### src/tssc_pkg.sv
// ----------------------------------------------------------------------------
// Triangle span package
// Shared widths, pipeline geometry, payload structs and the edge setup helper.
// ----------------------------------------------------------------------------
package tssc_pkg;

   localparam int COORD_BITS  = 12;
   localparam int DIV_STAGES  = (COORD_BITS + 1) / 2;
   localparam int QUO_BITS    = 2 * DIV_STAGES;
   localparam int PROD_BITS   = 2 * COORD_BITS;
   localparam int PIPE_STAGES = DIV_STAGES + 3;

   typedef logic signed [COORD_BITS-1:0] coord_type;
   typedef logic signed [COORD_BITS:0]   wide_type;
   typedef logic [COORD_BITS-1:0]        mag_type;
   typedef logic [COORD_BITS:0]          rem_type;
   typedef logic [PROD_BITS-1:0]         prod_type;
   typedef logic [QUO_BITS-1:0]          quo_type;

   // One edge reduced to unsigned division operands plus the sign of its run.
   typedef struct packed {
      logic      neg;
      coord_type x1;
      mag_type   dx_mag;
      mag_type   dy;
      mag_type   den;
   } edge_type;

   typedef struct packed {
      logic     row_ok;
      logic     lower;
      logic     odd;
      edge_type long_edge;
      edge_type short_edge;
   } setup_type;

   // Control that rides alongside the division.
   typedef struct packed {
      logic      row_ok;
      logic      lower;
      logic      odd;
      logic      long_neg;
      coord_type long_x1;
      logic      short_neg;
      coord_type short_x1;
   } meta_type;

   function automatic edge_type make_edge(input coord_type x1, input coord_type y1,
                                          input coord_type x2, input coord_type y2,
                                          input coord_type row);
      wide_type dx;
      wide_type mag;
      wide_type dy;
      wide_type den;
      edge_type e;
      dx  = wide_type'(x2) - wide_type'(x1);
      mag = (dx < 0) ? -dx : dx;
      dy  = wide_type'(row) - wide_type'(y1);
      den = wide_type'(y2) - wide_type'(y1);
      e.neg    = dx[COORD_BITS];
      e.x1     = x1;
      e.dx_mag = mag[COORD_BITS-1:0];
      e.dy     = dy[COORD_BITS-1:0];
      e.den    = den[COORD_BITS-1:0];
      return e;
   endfunction

endpackage

### src/tssc_req_if.sv
// ----------------------------------------------------------------------------
// Request channel
// Three vertices and the scanline, with valid/ready flow control.
// ----------------------------------------------------------------------------
interface tssc_req_if;
   logic                valid;
   logic                ready;
   tssc_pkg::coord_type ax;
   tssc_pkg::coord_type ay;
   tssc_pkg::coord_type bx;
   tssc_pkg::coord_type by_coord;
   tssc_pkg::coord_type cx;
   tssc_pkg::coord_type cy;
   tssc_pkg::coord_type row_y;

   modport source (output valid, ax, ay, bx, by_coord, cx, cy, row_y, input ready);
   modport sink   (input valid, ax, ay, bx, by_coord, cx, cy, row_y, output ready);
endinterface

### src/tssc_rsp_if.sv
// ----------------------------------------------------------------------------
// Response channel
// Span endpoints of one scanline, with valid/ready flow control.
// ----------------------------------------------------------------------------
interface tssc_rsp_if;
   logic                valid;
   logic                ready;
   logic                row_valid;
   tssc_pkg::coord_type first_x;
   tssc_pkg::coord_type second_x;
   logic                lower_part;

   modport source (output valid, row_valid, first_x, second_x, lower_part, input ready);
   modport sink   (input valid, row_valid, first_x, second_x, lower_part, output ready);
endinterface

### src/triangle_scanline_span_core.sv
// ----------------------------------------------------------------------------
// Triangle scanline span core
// A request passes through the setup, product, division and response stages in order.
// Throughput: one request per cycle while the response side is ready; a stage
// loads only when it is empty or the stage after it loads, so no bubble blocks a new transfer.
// Reset: synchronous, active high; clears every stage valid bit only.
// ----------------------------------------------------------------------------
module triangle_scanline_span_core (
   input  logic        clock,
   input  logic        reset,
   tssc_req_if.sink    req,
   tssc_rsp_if.source  rsp
);
   localparam int NS = tssc_pkg::PIPE_STAGES;
   localparam int DS = tssc_pkg::DIV_STAGES;

   // Stage 0 holds the sorted setup, stage 1 the two products, stages 2 to
   // DS+1 the division, and the last stage the response register.
   logic [NS-1:0] valid_ff;
   logic [NS-1:0] stage_en;

   tssc_pkg::setup_type setup_in;
   tssc_pkg::setup_type setup_ff;
   tssc_pkg::meta_type  setup_meta;
   tssc_pkg::meta_type  prod_meta_ff;
   tssc_pkg::prod_type  long_num_ff;
   tssc_pkg::prod_type  short_num_ff;
   tssc_pkg::mag_type   long_den_ff;
   tssc_pkg::mag_type   short_den_ff;
   tssc_pkg::meta_type  div_meta_ff [DS];

   tssc_pkg::mag_type   long_q;
   tssc_pkg::mag_type   short_q;
   logic                long_rem_nz;
   logic                short_rem_nz;

   logic                row_valid_ff;
   tssc_pkg::coord_type first_x_ff;
   tssc_pkg::coord_type second_x_ff;
   logic                lower_part_ff;
   logic                row_valid_in;
   tssc_pkg::coord_type first_x_in;
   tssc_pkg::coord_type second_x_in;
   logic                lower_part_in;

   // A stage may load whenever it is empty or its own content moves on.
   always_comb begin
      stage_en[NS-1] = !valid_ff[NS-1] || rsp.ready;
      for (int i = NS-2; i >= 0; i--) begin
         stage_en[i] = !valid_ff[i] || stage_en[i+1];
      end
   end

   assign req.ready = stage_en[0];

   always_ff @(posedge clock) begin
      if (reset) begin
         valid_ff <= '0;
      end else begin
         for (int i = 0; i < NS; i++) begin
            if (stage_en[i]) begin
               valid_ff[i] <= (i == 0) ? req.valid : valid_ff[(i == 0) ? 0 : i-1];
            end
         end
      end
   end

   // Stage 0: vertex ordering, row tests and the edge differences.
   tssc_sort u_sort (
      .ax       (req.ax),
      .ay       (req.ay),
      .bx       (req.bx),
      .by_coord (req.by_coord),
      .cx       (req.cx),
      .cy       (req.cy),
      .row_y    (req.row_y),
      .setup    (setup_in)
   );

   always_ff @(posedge clock) begin
      if (stage_en[0]) begin
         setup_ff <= setup_in;
      end
   end

   always_comb begin
      setup_meta.row_ok    = setup_ff.row_ok;
      setup_meta.lower     = setup_ff.lower;
      setup_meta.odd       = setup_ff.odd;
      setup_meta.long_neg  = setup_ff.long_edge.neg;
      setup_meta.long_x1   = setup_ff.long_edge.x1;
      setup_meta.short_neg = setup_ff.short_edge.neg;
      setup_meta.short_x1  = setup_ff.short_edge.x1;
   end

   // Stage 1: row offset times the magnitude of the edge run. A vertical
   // edge has zero run, so its quotient is zero and x stays put.
   always_ff @(posedge clock) begin
      if (stage_en[1]) begin
         long_num_ff  <= tssc_pkg::prod_type'(setup_ff.long_edge.dy)
                         * tssc_pkg::prod_type'(setup_ff.long_edge.dx_mag);
         short_num_ff <= tssc_pkg::prod_type'(setup_ff.short_edge.dy)
                         * tssc_pkg::prod_type'(setup_ff.short_edge.dx_mag);
         long_den_ff  <= setup_ff.long_edge.den;
         short_den_ff <= setup_ff.short_edge.den;
         prod_meta_ff <= setup_meta;
      end
   end

   // Division stages for both edges; the control rides in parallel.
   tssc_divider u_long_div (
      .clock       (clock),
      .stage_en    (stage_en[DS+1:2]),
      .num         (long_num_ff),
      .den         (long_den_ff),
      .quotient    (long_q),
      .rem_nonzero (long_rem_nz)
   );

   tssc_divider u_short_div (
      .clock       (clock),
      .stage_en    (stage_en[DS+1:2]),
      .num         (short_num_ff),
      .den         (short_den_ff),
      .quotient    (short_q),
      .rem_nonzero (short_rem_nz)
   );

   always_ff @(posedge clock) begin
      for (int s = 0; s < DS; s++) begin
         if (stage_en[s+2]) begin
            div_meta_ff[s] <= (s == 0) ? prod_meta_ff : div_meta_ff[(s == 0) ? 0 : s-1];
         end
      end
   end

   // Final stage: a rising edge takes the ceiling, so a nonzero remainder
   // bumps the quotient; a falling edge negates a floored quotient, which is
   // already the ceiling. Endpoints swap on odd rows of the segment.
   always_comb begin
      tssc_pkg::meta_type m;
      tssc_pkg::wide_type lx;
      tssc_pkg::wide_type sx;
      m  = div_meta_ff[DS-1];
      if (m.long_neg) begin
         lx = tssc_pkg::wide_type'(m.long_x1) - tssc_pkg::wide_type'({1'b0, long_q});
      end else begin
         lx = tssc_pkg::wide_type'(m.long_x1) + tssc_pkg::wide_type'({1'b0, long_q})
              + tssc_pkg::wide_type'({1'b0, long_rem_nz});
      end
      if (m.short_neg) begin
         sx = tssc_pkg::wide_type'(m.short_x1) - tssc_pkg::wide_type'({1'b0, short_q});
      end else begin
         sx = tssc_pkg::wide_type'(m.short_x1) + tssc_pkg::wide_type'({1'b0, short_q})
              + tssc_pkg::wide_type'({1'b0, short_rem_nz});
      end
      row_valid_in  = m.row_ok;
      lower_part_in = m.row_ok && m.lower;
      if (!m.row_ok) begin
         first_x_in  = '0;
         second_x_in = '0;
      end else if (m.odd) begin
         first_x_in  = sx[tssc_pkg::COORD_BITS-1:0];
         second_x_in = lx[tssc_pkg::COORD_BITS-1:0];
      end else begin
         first_x_in  = lx[tssc_pkg::COORD_BITS-1:0];
         second_x_in = sx[tssc_pkg::COORD_BITS-1:0];
      end
   end

   always_ff @(posedge clock) begin
      if (stage_en[NS-1]) begin
         row_valid_ff  <= row_valid_in;
         first_x_ff    <= first_x_in;
         second_x_ff   <= second_x_in;
         lower_part_ff <= lower_part_in;
      end
   end

   assign rsp.valid      = valid_ff[NS-1];
   assign rsp.row_valid  = row_valid_ff;
   assign rsp.first_x    = first_x_ff;
   assign rsp.second_x   = second_x_ff;
   assign rsp.lower_part = lower_part_ff;
endmodule

### src/tssc_sort.sv
// ----------------------------------------------------------------------------
// Vertex sort
// Orders the vertices top, middle, bottom and builds both edge operands.
// ----------------------------------------------------------------------------
module tssc_sort (
   input  tssc_pkg::coord_type ax,
   input  tssc_pkg::coord_type ay,
   input  tssc_pkg::coord_type bx,
   input  tssc_pkg::coord_type by_coord,
   input  tssc_pkg::coord_type cx,
   input  tssc_pkg::coord_type cy,
   input  tssc_pkg::coord_type row_y,
   output tssc_pkg::setup_type setup
);
   tssc_pkg::coord_type xt, yt, xm, ym, xb, yb;

   // Tie breaking follows a strict less-than chain, so a tie may leave top
   // below bottom; such a triangle simply has no valid row.
   always_comb begin
      if (ay < by_coord && ay < cy) begin
         xt = ax; yt = ay;
         if (by_coord > cy) begin
            xm = cx; ym = cy; xb = bx; yb = by_coord;
         end else begin
            xm = bx; ym = by_coord; xb = cx; yb = cy;
         end
      end else if (by_coord < ay && by_coord < cy) begin
         xt = bx; yt = by_coord;
         if (ay < cy) begin
            xm = ax; ym = ay; xb = cx; yb = cy;
         end else begin
            xm = cx; ym = cy; xb = ax; yb = ay;
         end
      end else begin
         xt = cx; yt = cy;
         if (ay < by_coord) begin
            xm = ax; ym = ay; xb = bx; yb = by_coord;
         end else begin
            xm = bx; ym = by_coord; xb = ax; yb = ay;
         end
      end
   end

   always_comb begin
      setup.row_ok    = (row_y >= yt) && (row_y < yb);
      setup.lower     = (row_y >= ym);
      setup.long_edge = tssc_pkg::make_edge(xt, yt, xb, yb, row_y);
      if (setup.lower) begin
         setup.short_edge = tssc_pkg::make_edge(xm, ym, xb, yb, row_y);
         setup.odd        = row_y[0] ^ ym[0];
      end else begin
         setup.short_edge = tssc_pkg::make_edge(xt, yt, xm, ym, row_y);
         setup.odd        = row_y[0] ^ yt[0];
      end
   end
endmodule

### src/tssc_divider.sv
// ----------------------------------------------------------------------------
// Pipelined divider
// Restoring unsigned division, two quotient bits per register stage.
// ----------------------------------------------------------------------------
module tssc_divider (
   input  logic                                 clock,
   input  logic [tssc_pkg::DIV_STAGES-1:0]      stage_en,
   input  tssc_pkg::prod_type                   num,
   input  tssc_pkg::mag_type                    den,
   output tssc_pkg::mag_type                    quotient,
   output logic                                 rem_nonzero
);
   tssc_pkg::rem_type rem_ff  [tssc_pkg::DIV_STAGES];
   tssc_pkg::quo_type low_ff  [tssc_pkg::DIV_STAGES];
   tssc_pkg::quo_type quo_ff  [tssc_pkg::DIV_STAGES];
   tssc_pkg::mag_type den_ff  [tssc_pkg::DIV_STAGES];
   tssc_pkg::rem_type rem_in  [tssc_pkg::DIV_STAGES];
   tssc_pkg::quo_type low_in  [tssc_pkg::DIV_STAGES];
   tssc_pkg::quo_type quo_in  [tssc_pkg::DIV_STAGES];

   // The quotient is known to stay below 2^QUO_BITS, so the bits above the
   // low QUO_BITS of the numerator already form a remainder below den.
   always_comb begin
      tssc_pkg::rem_type r;
      tssc_pkg::quo_type l;
      tssc_pkg::quo_type q;
      tssc_pkg::mag_type d;
      for (int s = 0; s < tssc_pkg::DIV_STAGES; s++) begin
         if (s == 0) begin
            r = tssc_pkg::rem_type'(num >> tssc_pkg::QUO_BITS);
            l = num[tssc_pkg::QUO_BITS-1:0];
            q = '0;
            d = den;
         end else begin
            r = rem_ff[s-1];
            l = low_ff[s-1];
            q = quo_ff[s-1];
            d = den_ff[s-1];
         end
         for (int k = 0; k < 2; k++) begin
            r = {r[tssc_pkg::COORD_BITS-1:0], l[tssc_pkg::QUO_BITS-1]};
            l = {l[tssc_pkg::QUO_BITS-2:0], 1'b0};
            if (r >= {1'b0, d}) begin
               r = r - {1'b0, d};
               q = {q[tssc_pkg::QUO_BITS-2:0], 1'b1};
            end else begin
               q = {q[tssc_pkg::QUO_BITS-2:0], 1'b0};
            end
         end
         rem_in[s] = r;
         low_in[s] = l;
         quo_in[s] = q;
      end
   end

   always_ff @(posedge clock) begin
      for (int s = 0; s < tssc_pkg::DIV_STAGES; s++) begin
         if (stage_en[s]) begin
            rem_ff[s] <= rem_in[s];
            low_ff[s] <= low_in[s];
            quo_ff[s] <= quo_in[s];
            den_ff[s] <= (s == 0) ? den : den_ff[(s == 0) ? 0 : s-1];
         end
      end
   end

   assign quotient    = quo_ff[tssc_pkg::DIV_STAGES-1][tssc_pkg::COORD_BITS-1:0];
   assign rem_nonzero = |rem_ff[tssc_pkg::DIV_STAGES-1];
endmodule
### src/flat_wrapper.sv
// flat-port wrapper written by rule: the top's interface ports become plain ports
module triangle_scanline_span_core_flat 
  (clock, reset, req_valid, req_ax, req_ay, req_bx, req_by_coord, req_cx, req_cy, req_row_y, req_ready, rsp_valid, rsp_row_valid, rsp_first_x, rsp_second_x, rsp_lower_part, rsp_ready);
  tssc_req_if req_i ();
  tssc_rsp_if rsp_i ();
  input  logic clock;
  input  logic reset;
  input wire logic [$bits(req_i.valid)-1:0] req_valid;
  input wire logic [$bits(req_i.ax)-1:0] req_ax;
  input wire logic [$bits(req_i.ay)-1:0] req_ay;
  input wire logic [$bits(req_i.bx)-1:0] req_bx;
  input wire logic [$bits(req_i.by_coord)-1:0] req_by_coord;
  input wire logic [$bits(req_i.cx)-1:0] req_cx;
  input wire logic [$bits(req_i.cy)-1:0] req_cy;
  input wire logic [$bits(req_i.row_y)-1:0] req_row_y;
  output wire logic [$bits(req_i.ready)-1:0] req_ready;
  output wire logic [$bits(rsp_i.valid)-1:0] rsp_valid;
  output wire logic [$bits(rsp_i.row_valid)-1:0] rsp_row_valid;
  output wire logic [$bits(rsp_i.first_x)-1:0] rsp_first_x;
  output wire logic [$bits(rsp_i.second_x)-1:0] rsp_second_x;
  output wire logic [$bits(rsp_i.lower_part)-1:0] rsp_lower_part;
  input wire logic [$bits(rsp_i.ready)-1:0] rsp_ready;
  assign req_i.valid = req_valid;
  assign req_i.ax = req_ax;
  assign req_i.ay = req_ay;
  assign req_i.bx = req_bx;
  assign req_i.by_coord = req_by_coord;
  assign req_i.cx = req_cx;
  assign req_i.cy = req_cy;
  assign req_i.row_y = req_row_y;
  assign req_ready = req_i.ready;
  assign rsp_valid = rsp_i.valid;
  assign rsp_row_valid = rsp_i.row_valid;
  assign rsp_first_x = rsp_i.first_x;
  assign rsp_second_x = rsp_i.second_x;
  assign rsp_lower_part = rsp_i.lower_part;
  assign rsp_i.ready = rsp_ready;
  triangle_scanline_span_core u_core (.clock(clock), .reset(reset), .req(req_i), .rsp(rsp_i));
endmodule
### config.mk
export PLATFORM = sky130hd
export DESIGN_NAME = triangle_scanline_span_core_flat
export DESIGN_NICKNAME = d
export VERILOG_FILES = /design/src/tssc_pkg.sv /design/src/tssc_req_if.sv /design/src/tssc_rsp_if.sv /design/src/triangle_scanline_span_core.sv /design/src/tssc_sort.sv /design/src/tssc_divider.sv /design/src/flat_wrapper.sv
export SDC_FILE = /design/constraint.sdc
export NUM_CORES = 2
export LEC_CHECK = 0
export BUFFER_PORTS_ARGS = -buffer_cell sky130_fd_sc_hd__buf_2
export CORE_ASPECT_RATIO = 0.6
export CORE_MARGIN = 5
export CORE_UTILIZATION = 58
export CTS_CLUSTER_SIZE = 24
export DETAILED_ROUTE_END_ITERATION = 8
export PLACE_DENSITY = 0.79
export RECOVER_POWER = 25
export SLEW_MARGIN = 20
export SYNTH_ARGS = -nofsm -noshare
export SYNTH_HDL_FRONTEND = slang
export SYNTH_SLANG_ARGS = --single-unit
### constraint.sdc
create_clock -name clock -period 8.95 [get_ports clock]
set_input_delay 0.895 -clock clock [delete_from_list [all_inputs] [get_ports clock]]
set_output_delay 0.895 -clock clock [all_outputs]
set_load 0.03 [all_outputs]
==> flow_metrics.py <==
metrics = {
    "clock_network": {
        "holdBufCountCts": 0,
        "number_of_buffers_added_by_the_clock_tree_synthesis_step": 78,
        "tritoncts_clock_tree": "yes",
        "max_h_tree_level": 3,
        "post_cts_setup_bufs": 0,
        "clock_tree.root_cell": "clkbuf_16",
        "post_cts_resized": 0,
        "cts-root-to-sink-buffers": 3,
        "clkTransAtPathRegs_ns": 0.07,
        "cts_num_sinks": 821,
        "clock_latency_ns": 0.65,
    },
    "worst_setup_path": {
        "cp.required_ns": 9.35,
        "setup.worst_path.start": "u_core.u_long_div.den_ff[4][1]",
        "critical_path.max_fanout": 19,
        "cpLargestDelayFamily": "compound AO/OA/AOI/OAI gates",
        "timing.critical_path.slowest_cell_delay_ns": 0.52,
        "timing_worst_setup_path_type": "reg2reg",
        "crit_path_end_kind": "register",
        "critical_path.most_common_cell": "o21ai_0",
        "worst-path-buf-inv": 3,
        "worst_ep_arrival_time_ns": 8.60,
        "startpoint_type": "register",
        "startpoint_of_the_worst_slack_reg_to_reg_timing_path": "u_core.u_long_div.den_ff[4][1]",
        "crit_path_top_delay_cell": "o21ai_0",
    },
    "finish": {
        "most_common_cell_after_layout_fill_and_taps_aside": "edfxtp_1",
        "layout_common_cells": "812 x edfxtp_1, 776 x inv_1, 594 x ha_1",
        "fraction_of_layout_instances_using_a_drive_strength_above_1_pct": 9.63,
        "nets": 6532,
        "area_grow_syn2layout_pct": 7.96,
    },
    "timing": {
        "finalCritPeriodShare_pct": 91.6,
        "timing.max_slew.rel_slack_pct": 22.6,
        "rsz0062_at_grt": "no",
        "finClkSkew_ns": 0.0224,
        "highest_clock_rate_ghz": 0.122,
        "final.setup.tns_ns": 0,
        "worst_pin_slew_ns": 1.15,
        "post-route-min-period_ns": 8.20,
        "slew_violations": 0,
        "setup_viol": 0,
        "report.final.hold_viol_count": 0,
    },
    "drt": {
        "drtPass1Iterations": 8,
        "wl_met3_um": 14100,
        "met2WireLength_um": 57400,
        "drt_drc_violations_left": 0,
        "drt-vias-per-instance": 5.80,
        "wirelength_um": 143000,
        "top_layer_used": "met5",
        "detailed_router_s_first_iteration_violation_count": 4417,
        "wl_met1_um": 68800,
        "ant_nets": 0,
        "detail_route.wl_per_cell_um": 20.4,
        "via_count_of_the_routed_design": 40702,
    },
    "worst_hold_path": {
        "hold_path_class": "reg2reg",
        "hold_path_startpoint": "u_core.div_meta_ff[0][23]",
    },
    "global_route": {
        "grt_first_pass_wirelength_um": 224000,
        "grt_util_all_layers_pct": 26.3,
        "via_count_of_the_first_global_routing_pass": 39304,
        "number_of_antenna_violations_at_the_first_check_in_global_routing": 18,
        "grt_max_degree": 78,
        "globalRoute.totalOverflow": 0,
    },
    "synthesis": {
        "ys_types": 97,
        "synth_fp_nets": 6428,
        "synthesis.area_per_instance_um2": 10.6,
        "ys_seq_area_share_pct": 41.9,
        "synth_top_cell_by_area": "edfxtp_1",
        "synth.top_cells.by_area": "edfxtp_1 42%, ha_1 13%, fa_1 8.1%, inv_1 5.0%, mux2_2 4.0%",
        "synthFlopType": "edfxtp_1",
        "synth_top_area_share_pct": 41.6,
        "synth-async-reset-ratio_pct": 0,
        "synthesis.area_um2": 58700,
        "synth_enable_flop_cells": 812,
        "syn_inst": 5508,
        "synth-warning-count": 0,
        "synth_register_bits": 821,
    },
    "placed_design": {
        "numPortBuffers": 115,
        "gp_congestion": 0.990,
        "detailedPlacementHpwl_um": 112000,
    },
    "floorplan": {
        "starting_density_of_the_core_pct": 58.4,
        "design.portCount": 116,
        "core_area_um2": 100000,
        "die_height_um": 256,
        "design.die.area_um2": 108000,
        "row_count": 90,
        "die_width_um": 421,
    },
    "job": {
        "cap_viol_max_count": 0,
    },
    "status": {
        "run_status": "finished, final reports clean",
    },
}
==> metal layers <==
layer | GRT usage, % | vias to the layer above
met4 | 5.08 | 10
met1 | 42.9 | 19475
met3 | 5.44 | 179
met5 | 0 | -
li1 | - | 19328
met2 | 36.2 | 1710
==> through the flow <==
| step | hold WS, ns | util [%] | setup slack [ns] | area [um2] | cells |
|---|---|---|---|---|---|
| finish | 0.406 | 63.0 | 0.749 | 63300 | 7012 |
| CTS | 0.400 | 63.0 | 1.07 | 63300 | 7002 |
| global placement | 0.400 | 60.5 | 1.43 | 60700 | 6866 |
| floorplan | 0.400 | - | 0.144 | 58700 | 5508 |
| detailed placement | 0.405 | 60.5 | 1.20 | 60700 | 6866 |
| global route | 0.414 | 63.0 | 0.478 | 63300 | 7009 |
==> registers in the layout, summed over array words and instances, names as in the netlist <==
name,cells
u_core.div_meta_ff,174
u_core.long_den_ff,12
u_core.long_num_ff,24
u_core.prod_meta_ff,29
u_core.rsp.first_x,12
u_core.rsp.lower_part,1
u_core.rsp.row_valid,1
u_core.rsp.second_x,12
u_core.setup_ff,101
u_core.short_den_ff,12
u_core.short_num_ff,24
u_core.u_long_div.den_ff,60
u_core.u_long_div.low_ff,30
u_core.u_long_div.quo_ff,42
u_core.u_long_div.rem_ff,73
u_core.u_short_div.den_ff,60
u_core.u_short_div.low_ff,30
u_core.u_short_div.quo_ff,42
u_core.u_short_div.rem_ff,73
u_core.valid_ff,9
==> cell usage after synthesis (all sizes together) (4+ instances only) <==
cell	instances
a211oi	40
nor4	14
nor2	392
nand3	33
nand2	473
and2	125
or2	11
or4	7
o22a	4
a2111oi	12
clkbuf	93
a221oi	4
buf	31
mux2	207
a311oi	5
o31ai	38
mux2i	78
fa	238
or3	12
o21bai	42
o211ai	7
and3	8
nor2b	75
inv	782
nand2b	68
dfxtp	9
ha	594
nor3	49
o311ai	4
xor2	67
o21ai	299
o22ai	25
o21a	40
a21boi	91
nand4	84
xnor2	224
a21o	79
edfxtp	812
a31oi	8
a21oi	280
==> logic make-up (layout without fill, tap and decap cells) <==
family	after synthesis	in the layout	share of synthesized area, %
compound gates	1012	1012	10.9
simple gates	1358	1358	10.8
mux	285	285	5.31
fa+ha+maj	834	834	20.8
flops	821	821	41.9
buf+inv	907	1067	5.90
xor+xnor	291	291	4.36
other cells	0	10	0
==> path summary, 6_finish.rpt <==
path	to	slack [ns]	depth (start not counted)
worst min register to register	u_core.div_meta_ff[1][23]	0.41	0
worst max register to register	u_core.u_long_div.rem_ff[5][9]	0.75	30
worst max-delay path	u_core.u_long_div.rem_ff[5][9]	0.75	30
worst min-delay path	u_core.div_meta_ff[1][23]	0.41	0
==> area by class of cell <==
| cell class | instances | area, um2 |
|---|---|---|
| Sequential cell | 821 | 24600 |
| Clock inverter | 56 | 601 |
| Timing Repair Buffer | 148 | 823 |
| Clock buffer | 80 | 1960 |
| Fill cell | 7774 | 37100 |
| Inverter | 783 | 2940 |
| Multi-Input combinational cell | 3780 | 30700 |
| Tap cell | 1334 | 1670 |
| Antenna cell | 10 | 25.0 |
==> worst reg2reg max path: cells and delay by family, from the launching register on <==
family          cells  cell delay (ns)
flops               1             0.42
mux                 2             0.77
simple gates        4             0.53
compound gates     19             4.86
buf+inv             3             0.76
fa+ha+maj           2             0.63
Power is not shown: default switching activity piles up to over one toggle a cycle in this logic, so the estimate is an artifact.
